`src/sv/priority_run_queue_scheduler_defines.svh`:
```
// assertion macros for the run-queue scheduler
// uses aclk and aresetn of the including module
`ifndef PRIORITY_RUN_QUEUE_SCHEDULER_DEFINES_SVH
`define PRIORITY_RUN_QUEUE_SCHEDULER_DEFINES_SVH

// implication checked on every edge outside reset
`define PRQ_ASSERT_IMP(lbl, ante, cons) \
    lbl: assert property (@(posedge aclk) disable iff (!aresetn) (ante) |-> (cons)) \
        else $error("prq assertion failed");

// implication whose consequent is checked in the cycle after the antecedent
`define PRQ_ASSERT_NXT(lbl, ante, cons) \
    lbl: assert property (@(posedge aclk) disable iff (!aresetn) (ante) |=> (cons)) \
        else $error("prq assertion failed");

`endif

```
`src/sv/prq_pkg.sv`:
```
// shared types and constants of the run-queue scheduler
// no dependencies
`default_nettype none

package prq_pkg;

    localparam int NUM_THREADS = 16;
    localparam int NUM_PRIOS   = 8;

    localparam int THR_W  = $clog2(NUM_THREADS);
    localparam int LNK_W  = $clog2(NUM_THREADS + 1);
    localparam int PRIO_W = $clog2(NUM_PRIOS);

    localparam logic [LNK_W-1:0] LNK_NIL = LNK_W'(NUM_THREADS);

    // command codes
    localparam logic [2:0] CMD_YIELD = 3'd0;
    localparam logic [2:0] CMD_BLOCK = 3'd1;
    localparam logic [2:0] CMD_WAKE  = 3'd2;
    localparam logic [2:0] CMD_SETP  = 3'd3;
    localparam logic [2:0] CMD_TICK  = 3'd4;

    // thread status codes
    localparam logic [1:0] TS_WAIT     = 2'd0;
    localparam logic [1:0] TS_RUNNABLE = 2'd1;
    localparam logic [1:0] TS_RUNNING  = 2'd2;

    typedef struct packed {
        logic [2:0] cmd;
        logic [3:0] thread_id;
        logic [2:0] new_prio;
    } in_item_t;

    typedef struct packed {
        logic [3:0] running_thread;
        logic       idle;
        logic       switched;
    } out_item_t;

    // one thread entry of the state memory
    typedef struct packed {
        logic [1:0]        status;
        logic [PRIO_W-1:0] prio;
        logic [LNK_W-1:0]  next;
        logic [LNK_W-1:0]  prev;
    } thr_word_t;

    typedef enum logic [4:0] {
        ST_CLR, ST_IDLE, ST_DEC, ST_YLD, ST_YLD1, ST_BLK1, ST_WAK1, ST_WAK2,
        ST_SP1, ST_SP2, ST_SP3, ST_SP4, ST_DSP, ST_DSP1, ST_ENQ0, ST_ENQ1,
        ST_UN0, ST_UN1, ST_UN2, ST_UN3, ST_FIN
    } seq_state_t;

    typedef struct packed {
        logic              we;
        logic [THR_W-1:0]  waddr;
        thr_word_t         wdata;
        logic [THR_W-1:0]  raddr;
    } mem_req_t;

endpackage

`default_nettype wire

```
`src/sv/prq_tmem.sv`:
```
// thread state memory: one write and one registered read per cycle
// depends on prq_pkg
`default_nettype none

module prq_tmem
    import prq_pkg::*;
(
    input  wire logic      aclk,
    input  wire mem_req_t  req,
    output thr_word_t      rdata
);

    thr_word_t mem [NUM_THREADS];

    // write port
    always_ff @(posedge aclk) begin
        if (req.we) begin
            mem[req.waddr] <= req.wdata;
        end
    end

    // read port, registered
    always_ff @(posedge aclk) begin
        rdata <= mem[req.raddr];
    end

endmodule

`default_nettype wire

```
`src/sv/priority_run_queue_scheduler.sv`:
```
// Each input transfer runs through read-modify-write steps on the thread memory
// (decode, then enqueue, unlink and dispatch as the command needs) before its result
// is loaded into the output register; a stalled result register holds the last step.
// Throughput: one event at a time; the next input is taken once the result has been
// loaded into the output register. Reset clears the thread memory in a pass over
// every entry during which no input is taken; thread 0 comes up running.
`default_nettype none
`include "priority_run_queue_scheduler_defines.svh"

module priority_run_queue_scheduler
    import prq_pkg::*;
(
    input  wire logic      aclk,
    input  wire logic      aresetn,
    input  wire logic      s_valid,
    output logic           s_ready,
    input  wire in_item_t  s_data,
    output logic           m_valid,
    input  wire logic      m_ready,
    output out_item_t      m_data
);

    seq_state_t        state_reg, state_next, ret_reg, ret_next;
    logic [2:0]        cmd_reg, cmd_next;
    logic [THR_W-1:0]  tid_reg, tid_next;
    logic              tidok_reg, tidok_next;
    logic [PRIO_W-1:0] np_reg, np_next;
    thr_word_t         ent_reg, ent_next;
    logic [THR_W-1:0]  t_reg, t_next;
    logic [LNK_W-1:0]  aux_reg, aux_next;
    logic [THR_W-1:0]  cur_reg, cur_next;
    logic [PRIO_W-1:0] cur_prio_reg, cur_prio_next;
    logic              idle_reg, idle_next;
    logic              sw_reg, sw_next;
    logic [THR_W-1:0]  clr_cnt_reg, clr_cnt_next;
    logic              m_valid_reg, m_valid_next;
    out_item_t         m_data_reg, m_data_next;
    logic [LNK_W-1:0]  head_reg [NUM_PRIOS];
    logic [LNK_W-1:0]  tail_reg [NUM_PRIOS];

    logic              hd_we, tl_we;
    logic [PRIO_W-1:0] hd_idx, tl_idx;
    logic [LNK_W-1:0]  hd_val, tl_val;

    mem_req_t          mreq;
    thr_word_t         rdata;

    logic              found;
    logic [PRIO_W-1:0] best;
    thr_word_t         w;

    prq_tmem u_tmem (
        .aclk  (aclk),
        .req   (mreq),
        .rdata (rdata)
    );

    // highest non-empty queue
    always_comb begin
        found = 1'b0;
        best  = '0;
        for (int i = 0; i < NUM_PRIOS; i++) begin
            if (head_reg[i] != LNK_NIL) begin
                found = 1'b1;
                best  = PRIO_W'(i);
            end
        end
    end

    // sequencer registers
    always_ff @(posedge aclk) begin
        if (!aresetn) begin
            state_reg    <= ST_CLR;
            ret_reg      <= ST_FIN;
            clr_cnt_reg  <= '0;
            cur_reg      <= '0;
            cur_prio_reg <= '0;
            idle_reg     <= 1'b0;
            sw_reg       <= 1'b0;
            m_valid_reg  <= 1'b0;
        end else begin
            state_reg    <= state_next;
            ret_reg      <= ret_next;
            clr_cnt_reg  <= clr_cnt_next;
            cur_reg      <= cur_next;
            cur_prio_reg <= cur_prio_next;
            idle_reg     <= idle_next;
            sw_reg       <= sw_next;
            m_valid_reg  <= m_valid_next;
        end
    end

    // working payload registers
    always_ff @(posedge aclk) begin
        cmd_reg    <= cmd_next;
        tid_reg    <= tid_next;
        tidok_reg  <= tidok_next;
        np_reg     <= np_next;
        ent_reg    <= ent_next;
        t_reg      <= t_next;
        aux_reg    <= aux_next;
        m_data_reg <= m_data_next;
    end

    // queue head and tail tables
    always_ff @(posedge aclk) begin
        if (!aresetn) begin
            for (int i = 0; i < NUM_PRIOS; i++) begin
                head_reg[i] <= LNK_NIL;
                tail_reg[i] <= LNK_NIL;
            end
        end else begin
            if (hd_we) begin
                head_reg[hd_idx] <= hd_val;
            end
            if (tl_we) begin
                tail_reg[tl_idx] <= tl_val;
            end
        end
    end

    // next state and memory requests
    always_comb begin
        state_next    = state_reg;
        ret_next      = ret_reg;
        cmd_next      = cmd_reg;
        tid_next      = tid_reg;
        tidok_next    = tidok_reg;
        np_next       = np_reg;
        ent_next      = ent_reg;
        t_next        = t_reg;
        aux_next      = aux_reg;
        cur_next      = cur_reg;
        cur_prio_next = cur_prio_reg;
        idle_next     = idle_reg;
        sw_next       = sw_reg;
        clr_cnt_next  = clr_cnt_reg;
        m_valid_next  = m_valid_reg && !m_ready;
        m_data_next   = m_data_reg;
        s_ready       = 1'b0;
        mreq          = '0;
        hd_we         = 1'b0;
        hd_idx        = ent_reg.prio;
        hd_val        = LNK_NIL;
        tl_we         = 1'b0;
        tl_idx        = ent_reg.prio;
        tl_val        = LNK_NIL;
        w             = ent_reg;

        unique case (state_reg)
            ST_CLR: begin
                mreq.we          = 1'b1;
                mreq.waddr       = clr_cnt_reg;
                mreq.wdata.status = (clr_cnt_reg == '0) ? TS_RUNNING : TS_WAIT;
                mreq.wdata.prio  = '0;
                mreq.wdata.next  = LNK_NIL;
                mreq.wdata.prev  = LNK_NIL;
                clr_cnt_next     = clr_cnt_reg + 1'b1;
                if (clr_cnt_reg == THR_W'(NUM_THREADS - 1)) begin
                    state_next = ST_IDLE;
                end
            end
            ST_IDLE: begin
                s_ready = 1'b1;
                if (s_valid) begin
                    cmd_next   = s_data.cmd;
                    tid_next   = THR_W'(s_data.thread_id);
                    tidok_next = 32'(s_data.thread_id) < NUM_THREADS;
                    np_next    = (32'(s_data.new_prio) >= NUM_PRIOS) ?
                                 PRIO_W'(NUM_PRIOS - 1) : PRIO_W'(s_data.new_prio);
                    sw_next    = 1'b0;
                    state_next = ST_DEC;
                end
            end
            ST_DEC: begin
                mreq.raddr = tid_reg;
                unique case (cmd_reg) inside
                    CMD_YIELD, CMD_TICK: state_next = ST_YLD;
                    CMD_BLOCK: begin
                        mreq.raddr = cur_reg;
                        state_next = idle_reg ? ST_DSP : ST_BLK1;
                    end
                    CMD_WAKE:  state_next = tidok_reg ? ST_WAK1 : ST_FIN;
                    CMD_SETP:  state_next = tidok_reg ? ST_SP1 : ST_FIN;
                    default:   state_next = ST_FIN;
                endcase
            end
            // running thread back to its queue, then dispatch
            ST_YLD: begin
                mreq.raddr = cur_reg;
                t_next     = cur_reg;
                state_next = idle_reg ? ST_DSP : ST_YLD1;
            end
            ST_YLD1: begin
                ent_next        = rdata;
                ent_next.status = TS_RUNNABLE;
                ret_next        = ST_DSP;
                state_next      = ST_ENQ0;
            end
            ST_BLK1: begin
                mreq.we           = 1'b1;
                mreq.waddr        = cur_reg;
                mreq.wdata        = rdata;
                mreq.wdata.status = TS_WAIT;
                state_next        = ST_DSP;
            end
            ST_WAK1: begin
                if (rdata.status == TS_WAIT) begin
                    ent_next        = rdata;
                    ent_next.status = TS_RUNNABLE;
                    t_next          = tid_reg;
                    ret_next        = ST_WAK2;
                    state_next      = ST_ENQ0;
                end else begin
                    state_next = ST_FIN;
                end
            end
            ST_WAK2: begin
                if (idle_reg) begin
                    state_next = ST_DSP;
                end else if (ent_reg.prio > cur_prio_reg) begin
                    state_next = ST_YLD;
                end else begin
                    state_next = ST_FIN;
                end
            end
            // set priority
            ST_SP1: begin
                ent_next = rdata;
                t_next   = tid_reg;
                if (tid_reg == cur_reg) begin
                    cur_prio_next = np_reg;
                end
                state_next = ST_SP2;
            end
            ST_SP2: begin
                if (ent_reg.status == TS_RUNNABLE) begin
                    ret_next   = ST_SP3;
                    state_next = ST_UN0;
                end else begin
                    mreq.we         = 1'b1;
                    mreq.waddr      = t_reg;
                    mreq.wdata      = ent_reg;
                    mreq.wdata.prio = np_reg;
                    state_next      = ST_SP4;
                end
            end
            ST_SP3: begin
                ent_next.prio = np_reg;
                ret_next      = ST_SP4;
                state_next    = ST_ENQ0;
            end
            ST_SP4: begin
                state_next = (!idle_reg && np_reg > cur_prio_reg) ? ST_YLD : ST_FIN;
            end
            // dispatch the head of the highest non-empty queue
            ST_DSP: begin
                if (found) begin
                    mreq.raddr = head_reg[best][THR_W-1:0];
                    cur_next   = head_reg[best][THR_W-1:0];
                    sw_next    = 1'b1;
                    idle_next  = 1'b0;
                    state_next = ST_DSP1;
                end else begin
                    idle_next  = 1'b1;
                    state_next = ST_FIN;
                end
            end
            ST_DSP1: begin
                ent_next        = rdata;
                ent_next.status = TS_RUNNING;
                cur_prio_next   = rdata.prio;
                t_next          = cur_reg;
                ret_next        = ST_FIN;
                state_next      = ST_UN0;
            end
            // enqueue t_reg at the tail of its queue
            ST_ENQ0: begin
                w.next      = LNK_NIL;
                w.prev      = tail_reg[ent_reg.prio];
                mreq.we     = 1'b1;
                mreq.waddr  = t_reg;
                mreq.wdata  = w;
                tl_we       = 1'b1;
                tl_val      = LNK_W'(t_reg);
                aux_next    = tail_reg[ent_reg.prio];
                mreq.raddr  = tail_reg[ent_reg.prio][THR_W-1:0];
                if (tail_reg[ent_reg.prio] == LNK_NIL) begin
                    hd_we      = 1'b1;
                    hd_val     = LNK_W'(t_reg);
                    state_next = ret_reg;
                end else begin
                    state_next = ST_ENQ1;
                end
            end
            ST_ENQ1: begin
                mreq.we         = 1'b1;
                mreq.waddr      = aux_reg[THR_W-1:0];
                mreq.wdata      = rdata;
                mreq.wdata.next = LNK_W'(t_reg);
                state_next      = ret_reg;
            end
            // unlink t_reg from its queue
            ST_UN0: begin
                w.next     = LNK_NIL;
                w.prev     = LNK_NIL;
                mreq.we    = 1'b1;
                mreq.waddr = t_reg;
                mreq.wdata = w;
                mreq.raddr = ent_reg.prev[THR_W-1:0];
                if (ent_reg.prev != LNK_NIL) begin
                    state_next = ST_UN1;
                end else begin
                    hd_we      = 1'b1;
                    hd_val     = ent_reg.next;
                    state_next = ST_UN2;
                end
            end
            ST_UN1: begin
                mreq.we         = 1'b1;
                mreq.waddr      = ent_reg.prev[THR_W-1:0];
                mreq.wdata      = rdata;
                mreq.wdata.next = ent_reg.next;
                state_next      = ST_UN2;
            end
            ST_UN2: begin
                mreq.raddr = ent_reg.next[THR_W-1:0];
                if (ent_reg.next != LNK_NIL) begin
                    state_next = ST_UN3;
                end else begin
                    tl_we      = 1'b1;
                    tl_val     = ent_reg.prev;
                    state_next = ret_reg;
                end
            end
            ST_UN3: begin
                mreq.we         = 1'b1;
                mreq.waddr      = ent_reg.next[THR_W-1:0];
                mreq.wdata      = rdata;
                mreq.wdata.prev = ent_reg.prev;
                state_next      = ret_reg;
            end
            // result into the output register
            ST_FIN: begin
                if (!m_valid_reg || m_ready) begin
                    m_valid_next               = 1'b1;
                    m_data_next.running_thread = idle_reg ? 4'd0 : 4'(cur_reg);
                    m_data_next.idle           = idle_reg;
                    m_data_next.switched       = sw_reg;
                    state_next                 = ST_IDLE;
                end
            end
            default: state_next = ST_IDLE;
        endcase
    end

    assign m_valid = m_valid_reg;
    assign m_data  = m_data_reg;

    `PRQ_ASSERT_IMP(a_idle_zero, m_valid && m_data.idle, m_data.running_thread == 4'd0)
    `PRQ_ASSERT_IMP(a_sw_not_idle, m_valid && m_data.switched, !m_data.idle)
    `PRQ_ASSERT_IMP(a_no_wr_idle, state_reg == ST_IDLE, !mreq.we)
    `PRQ_ASSERT_NXT(a_fin_loads, state_reg == ST_FIN && state_next == ST_IDLE, m_valid)

endmodule

`default_nettype wire

```
`config.mk`:
```
export PLATFORM = sky130hd
export DESIGN_NAME = priority_run_queue_scheduler
export DESIGN_NICKNAME = d
export VERILOG_FILES = /design/src/sv/prq_pkg.sv /design/src/sv/prq_tmem.sv /design/src/sv/priority_run_queue_scheduler.sv
export VERILOG_INCLUDE_DIRS = /design/src /design/src/sv
export SDC_FILE = /design/constraint.sdc
export NUM_CORES = 1
export LEC_CHECK = 0
export BUFFER_PORTS_ARGS = -buffer_cell sky130_fd_sc_hd__clkbuf_2
export CAP_MARGIN = 5
export CORE_ASPECT_RATIO = 1.5
export CORE_MARGIN = 2
export CORE_UTILIZATION = 45
export CTS_CLUSTER_DIAMETER = 40
export DETAILED_ROUTE_END_ITERATION = 7
export GPL_ROUTABILITY_DRIVEN = 0
export PLACE_DENSITY = 0.71
export SETUP_SLACK_MARGIN = 0.02
export SKIP_LAST_GASP = 1
export SYNTH_ARGS = -nofsm -noshare
export SYNTH_HDL_FRONTEND = slang
export SYNTH_HIERARCHICAL = 1
export SYNTH_SLANG_ARGS = --single-unit
export TNS_END_PERCENT = 30
```
`constraint.sdc`:
```
create_clock -name aclk -period 4.41 [get_ports aclk]
set_clock_uncertainty 0.05 [all_clocks]
set_input_delay 0.882 -clock aclk [delete_from_list [all_inputs] [get_ports aclk]]
set_output_delay 0.882 -clock aclk [all_outputs]
set_load 0.01 [all_outputs]
```
* Word-level counts from Yosys, hierarchy flattened
Memory sizes are Yosys's and may differ from the RTL's. A register that Yosys moved wholly into a read port is not among the register bits. Index checks and enable logic that the tools add are counted.
Storage, ports and cells: memories kept 3, output and inout port bits 8, latch bits 0, logic and storage cells 187, register bits 63, memory bits (read-only) 0, bits in writable memories 320
Cells by class: add/sub/neg operators 1, reduce and logical (&&, ||, !) cells 35, bitwise logic cells 0, muxes and demuxes 81, equal/unequal tests 45, shifts and indexed selects 0, $mul 0, divide/modulo/power cells 0, $lt $le $gt $ge 2
Memory list:
- u_tmem.mem | depth 16, bits a word 15, read ports 1, clocked after memory_dff 1, write ports 1, RTL line prq_tmem.sv:13 | thr_word_t mem [NUM_THREADS];
- head_reg | depth 8, bits a word 5, read ports 9, clocked after memory_dff 0, write ports 8, RTL line priority_run_queue_scheduler.sv:38 | logic [LNK_W-1:0] head_reg [NUM_PRIOS];
- tail_reg | depth 8, bits a word 5, read ports 1, clocked after memory_dff 1, write ports 8, RTL line priority_run_queue_scheduler.sv:39 | logic [LNK_W-1:0] tail_reg [NUM_PRIOS];
Operators with widths (count):
- 20-bit case mux with 8 select lines | 1
- 5-bit case mux with 19 select lines | 1
- 5-bit 2-to-1 mux | 18
- 5-bit != test (second input constant) | 10
- 5-bit by 4-bit equality test with 1-bit output (second input constant) | 8
- 5-bit equality test (second input constant) | 6
- 1-bit 2-to-1 mux | 29
- 5-bit case mux with 5 select lines | 1
- 3-bit 2-to-1 mux | 8
- 4-bit case mux with 6 select lines | 1
- 5-bit by 3-bit equality test with 1-bit output (second input constant) | 4
- 20-bit 2-to-1 mux | 1
- 4-bit 2-to-1 mux | 5
- 10-bit case mux with 2 select lines | 1
- 5-bit case mux with 2 select lines | 2
- 5-bit case mux with 4 select lines | 1
- 2-bit AND reduction | 8
- 15-bit 2-to-1 mux | 1
- 2-bit != test (second input constant) | 7
- 4-bit case mux with 3 select lines | 1
- 5-bit by 2-bit equality test with 1-bit output (second input constant) | 2
- 5-bit OR reduction | 2
- 3-bit case mux with 3 select lines | 1
- 3-bit AND reduction | 3
- 26 further kinds | 42

* Depth between registers and ports, before layout
An unclocked memory read counts as a cell.
word-level depth 12, mapped depth 13

* By module
The synthesis kept the hierarchy.
Modules (own cells, without submodules):
- prq_tmem | area each 9446.6 sq um, times used 1, sequential area each 7507.2 sq um, cells an instance 406
- priority_run_queue_scheduler | area each 7567.3 sq um, times used 1, sequential area each 4113.9 sq um, cells an instance 721

* Worst setup path before layout
No wires, ideal clock.
kind reg-to-reg, from register state_reg[2], to memory u_tmem/mem[0][0] (netlist name) (enable), arrival time 3256 ps, cell stages (with the launch flop) 9, clock period less this slack 3712 ps, buffers on the path 1, path slack 698 ps, library setup time 406 ps, path through dfxtp_1 -> clkbuf_1 -> nor2b_1 -> nand2_1 -> nor2_1 -> or3_1 -> or3_1 -> or3b_2 -> nor3_1
RTL lines:
- start, declared | RTL line priority_run_queue_scheduler.sv:23 | seq_state_t state_reg, state_next, ret_reg, ret_next;
- start signal, assigned | RTL line priority_run_queue_scheduler.sv:82 | state_reg <= state_next;
- end, declared | RTL line prq_tmem.sv:13

==> results.txt <==
The run finished with clean final reports. The critical path data arrival time came out at 4.54 ns. The placed wire-length estimate came out at 27.5 mm. Sorting the synthesized cells by area gives the leading types as sky130_fd_sc_hd__edfxtp_1 63%, sky130_fd_sc_hd__mux4_2 7.1%, sky130_fd_sc_hd__dfxtp_1 4.9%, sky130_fd_sc_hd__nor2_1 2.8%, sky130_fd_sc_hd__mux4_1 2.5%. The maximum single-stage delay on the critical path is 0.73 ns. The maximum number of pins on one net before global-route repair is 61. The final layout contains 1216 nets. The overall fraction of global-route tracks in use is 21.4%. The number of warnings reported in the yosys synthesis log is 6.

The final hold violation count is 0. The final routed DRC violation total is 0. The signal on the critical path passes through or4b_2 > nor4_1 > and2_1 > a211oi_1 > o211ai_1 > nand2_1 > o21ai_4 > buf_12 > buf_6 > mux4_1 > a22oi_1 > nand2_1. The final cell area excluding filler cells is 19300 um^2. The combinational share of power is 2.5%. The overall die area is 39400 um^2. Measured along the y axis, the die boundary spans 242 um. The total power consumption of the routed design came out at 7.74 mW. The count of state elements after synthesis is 401. The most used flip-flop cell after synthesis is sky130_fd_sc_hd__edfxtp_1. The final critical path takes up 94.8% of the cycle. Dividing the synthesized area by the synthesized cell count gives 15.1 um^2. The count of standard-cell rows is 87. The static power due to leakage came out at 6.02 nW. The number of optimization iterations in the first detailed-route pass is 8. The global-route congestion overflow total is 0.

TritonCTS built the clock tree. The critical path starts at head_reg[5][1]$_SDFFCE_PN0P_. Leaving out fill and tap cells, the most frequent cell in the layout is sky130_fd_sc_hd__edfxtp_1. The worst hold path begins at u_tmem/rdata[4]$_DFF_P_. The footprint of the multi-input gates came out at 5100 um^2. The number of diodes added for antenna fixing came out at 0. Setup violations remaining at the end of the flow were counted as 0. After detailed placement, the total cell area comes to 18000 um^2. The count of flip-flops with a built-in enable after synthesis is 359. The accumulated negative setup slack came out at 0 ns. The initial antenna violation count is 0.

The final cell utilization of the core is 51.5%. After clock tree synthesis, the flow added hold-fix buffers numbering 0. STA puts the critical path data required time at 4.77 ns. The routed layout has 10400 vias. The via count of the first global-routing pass is 10500. The final hold slack is 0.393 ns.

The clock sink count came out at 401. The top-level port count came out at 22. The launching point of the worst reg2reg path is head_reg[5][1]$_SDFFCE_PN0P_. The cell family contributing the most delay on the critical path is simple AND/OR/NAND/NOR gates. The number of distinct library cells after synthesis came out at 70. The maximum clock frequency is 239 MHz. Per report_power, the clock group accounts for 42.8% of the total. The share of total power in sequential cells came out at 54.6%. The fraction of registers with async set or reset after synthesis is 0%.

Of the synthesized area, sequential elements account for 68.3%. The flip-flop count of the largest register after layout is 240. The number of max-slew violations in the final report is 0. The share of the synthesized area in the top cell type came out at 63.4%.

The level count of the clock H-tree is 2. The clock-pin slew on the worst setup and hold paths is 0.07 ns. The clock reaches the later pin of the worst-skew pair after 0.55 ns. The maximum fanout along the worst path came out at 19.

Fill cells in the final layout number 3042. The fraction of power spent switching nets came out at 19.9%. The tree is rooted in a sky130_fd_sc_hd__clkbuf_16. The number of buffers created by CTS is 38. The net count of the mapped netlist came out at 1149. The initial core utilization came out at 45.4%. The via density per instance is 6.06. The category of the critical setup timing path is reg -> reg. Leaving out fill and tap cells, the most frequent cells in the layout are 359 x sky130_fd_sc_hd__edfxtp_1, 124 x sky130_fd_sc_hd__nor2_1, 95 x sky130_fd_sc_hd__nand2_1, 54 x sky130_fd_sc_hd__mux4_2.

The worst pin sits at a relative slew slack of 24.3%. Setup repair after global routing left no endpoint under its margin. The biggest area contributor in the post-synthesis netlist is sky130_fd_sc_hd__edfxtp_1. The dominant cell type by count on the critical path is sky130_fd_sc_hd__nand2_1. The areal power density over the cells is 402 nW/um^2.

The fraction of final layout cells sized beyond drive strength 1 is 18.1%. The first global-routing pass estimated 62.8 mm of wire. The worst setup path is launched from a register. The mapped cell area is 17000 um^2. The class of the tightest hold or removal check is reg -> reg. Among all stages on the critical path, the largest delay is contributed by sky130_fd_sc_hd__or4b_2. The max-cap violation count came out at 0. During placement, the flow inserted port buffers numbering 21.

The routed wirelength normalized by instance count came out at 24.2 um. The remaining number of nets flagged by the antenna check after routing came out at 0. The clock period minus worst slack came out at 4.18 ns.

The internal power contribution came out at 6.20 mW. The transition time of the tightest slew-check pin came out at 1.14 ns. Relative to the synthesized area, the layout overhead comes to 13.2%.

The total wire length came out at 41.4 mm. The largest voltage drop on the vdd net is 218 uV. The maximum buffer depth of the clock tree came out at 3. The number of standard cells after synthesis came out at 1127. The combined buffer and inverter count along the critical path came out at 2. The sequential cell area came out at 11600 um^2.

The analysis attributes to net switching a power of 1.54 mW. Measured along the x axis, the die boundary spans 163 um. The area of the core came out at 37400 um^2. In this run, the number of DRC markers left after iteration 0 of detailed routing was 1126. The critical path endpoint category is a register.
## final cells by class
| class | instances | area share (%) |
|---|---|---|
| clock inverters | 19 | 1.14 |
| multi-input cells | 649 | 26.5 |
| repair buffers | 74 | 2.83 |
| flip-flops and latches | 401 | 60.3 |
| inverters | 30 | 0.584 |
| well taps | 489 | 3.18 |
| clock buffers | 50 | 5.49 |
## cell usage after synthesis, types with 5 or more instances
master and n:
sky130_fd_sc_hd__a21o_1 6, sky130_fd_sc_hd__a21oi_1 37, sky130_fd_sc_hd__a222oi_1 14, sky130_fd_sc_hd__a22oi_1 49
sky130_fd_sc_hd__a311oi_1 8, sky130_fd_sc_hd__buf_2 7, sky130_fd_sc_hd__buf_6 5, sky130_fd_sc_hd__clkbuf_1 30
sky130_fd_sc_hd__dfxtp_1 42, sky130_fd_sc_hd__edfxtp_1 359, sky130_fd_sc_hd__ha_1 8, sky130_fd_sc_hd__inv_1 28
sky130_fd_sc_hd__mux2_2 12, sky130_fd_sc_hd__mux2i_1 8, sky130_fd_sc_hd__mux4_1 16, sky130_fd_sc_hd__mux4_2 54
sky130_fd_sc_hd__nand2_1 95, sky130_fd_sc_hd__nand2b_1 15, sky130_fd_sc_hd__nand3_1 34, sky130_fd_sc_hd__nand3b_1 5
sky130_fd_sc_hd__nand4_1 9, sky130_fd_sc_hd__nor2_1 126, sky130_fd_sc_hd__nor2b_1 15, sky130_fd_sc_hd__nor3_1 13
sky130_fd_sc_hd__nor4_1 6, sky130_fd_sc_hd__o21ai_0 29, sky130_fd_sc_hd__or3_1 5, sky130_fd_sc_hd__xnor2_1 5
## per-layer routing
layer / routed length, um / track usage, % / vias to the layer above / share of wire (%)
li1: - / - / 4600 / -
met1: 14500 / 24.2 / 5153 / 35
met2: 21900 / 38.3 / 463 / 53
met3: 2440 / 3.30 / 163 / 5.9
met4: 2530 / 12.2 / 0 / 6.1
met5: 0 / 0 / - / 0
## worst reg2reg max path, stage by stage, from the launching register on
cell and delay [ns]:
sky130_fd_sc_hd__edfxtp_1 0.41, sky130_fd_sc_hd__or4b_2 0.73, sky130_fd_sc_hd__nor4_1 0.49, sky130_fd_sc_hd__and2_1 0.35, sky130_fd_sc_hd__a211oi_1 0.09, sky130_fd_sc_hd__o211ai_1 0.17
sky130_fd_sc_hd__nand2_1 0.16, sky130_fd_sc_hd__o21ai_4 0.21, sky130_fd_sc_hd__buf_12 0.23, sky130_fd_sc_hd__buf_6 0.23, sky130_fd_sc_hd__mux4_1 0.58, sky130_fd_sc_hd__a22oi_1 0.25
sky130_fd_sc_hd__nand2_1 0.09
## final timing paths
check	end	slack, ns	depth (start not counted)
worst max-delay path	u_tmem/rdata[2]$_DFF_P_	0.23	12
worst min-delay path	ent_reg[4]$_DFFE_PP_	0.39	0
worst max register to register	u_tmem/rdata[2]$_DFF_P_	0.23	12
worst min register to register	ent_reg[4]$_DFFE_PP_	0.39	0
## cell families (layout without fill, tap and decap cells)
kind of cell | count (synthesis) | after routing | share of synthesized area (%)
flops | 401 | 401 | 68.3
simple gates | 349 | 349 | 9.64
compound gates | 195 | 195 | 8.16
mux | 90 | 90 | 10.9
buf+inv | 77 | 173 | 2.06
fa+ha+maj | 8 | 8 | 0.588
xor+xnor | 7 | 7 | 0.360
## metrics by stage
stage	setup WS, ns	instances
after floorplan	0.698	1127
after global placement	0.266	1641
after detailed placement	0.154	1641
after CTS	0.0973	1710
after global routing	0.0530	1712
final	0.231	1712
## repair_timing
item                                   in CTS  in global routing
resized for setup                           0                  6
endpoints found under the hold margin       0                  0
setup buffers                               0                  2
setup endpoints to repair                   0                  9
## power by group through the flow
stage          registers [mW]  clock network (mW)  logic, mW
2_1_floorplan            4.30                   0      0.119
3_3_place_gp             4.31                   0      0.190
3_5_place_dp             4.31                   0      0.194
4_1_cts                  4.23                3.36      0.195
5_1_grt                  4.23                3.50      0.209
6_report                 4.23                3.31      0.196
No activity file was read; power rests on OpenSTA's default activity.
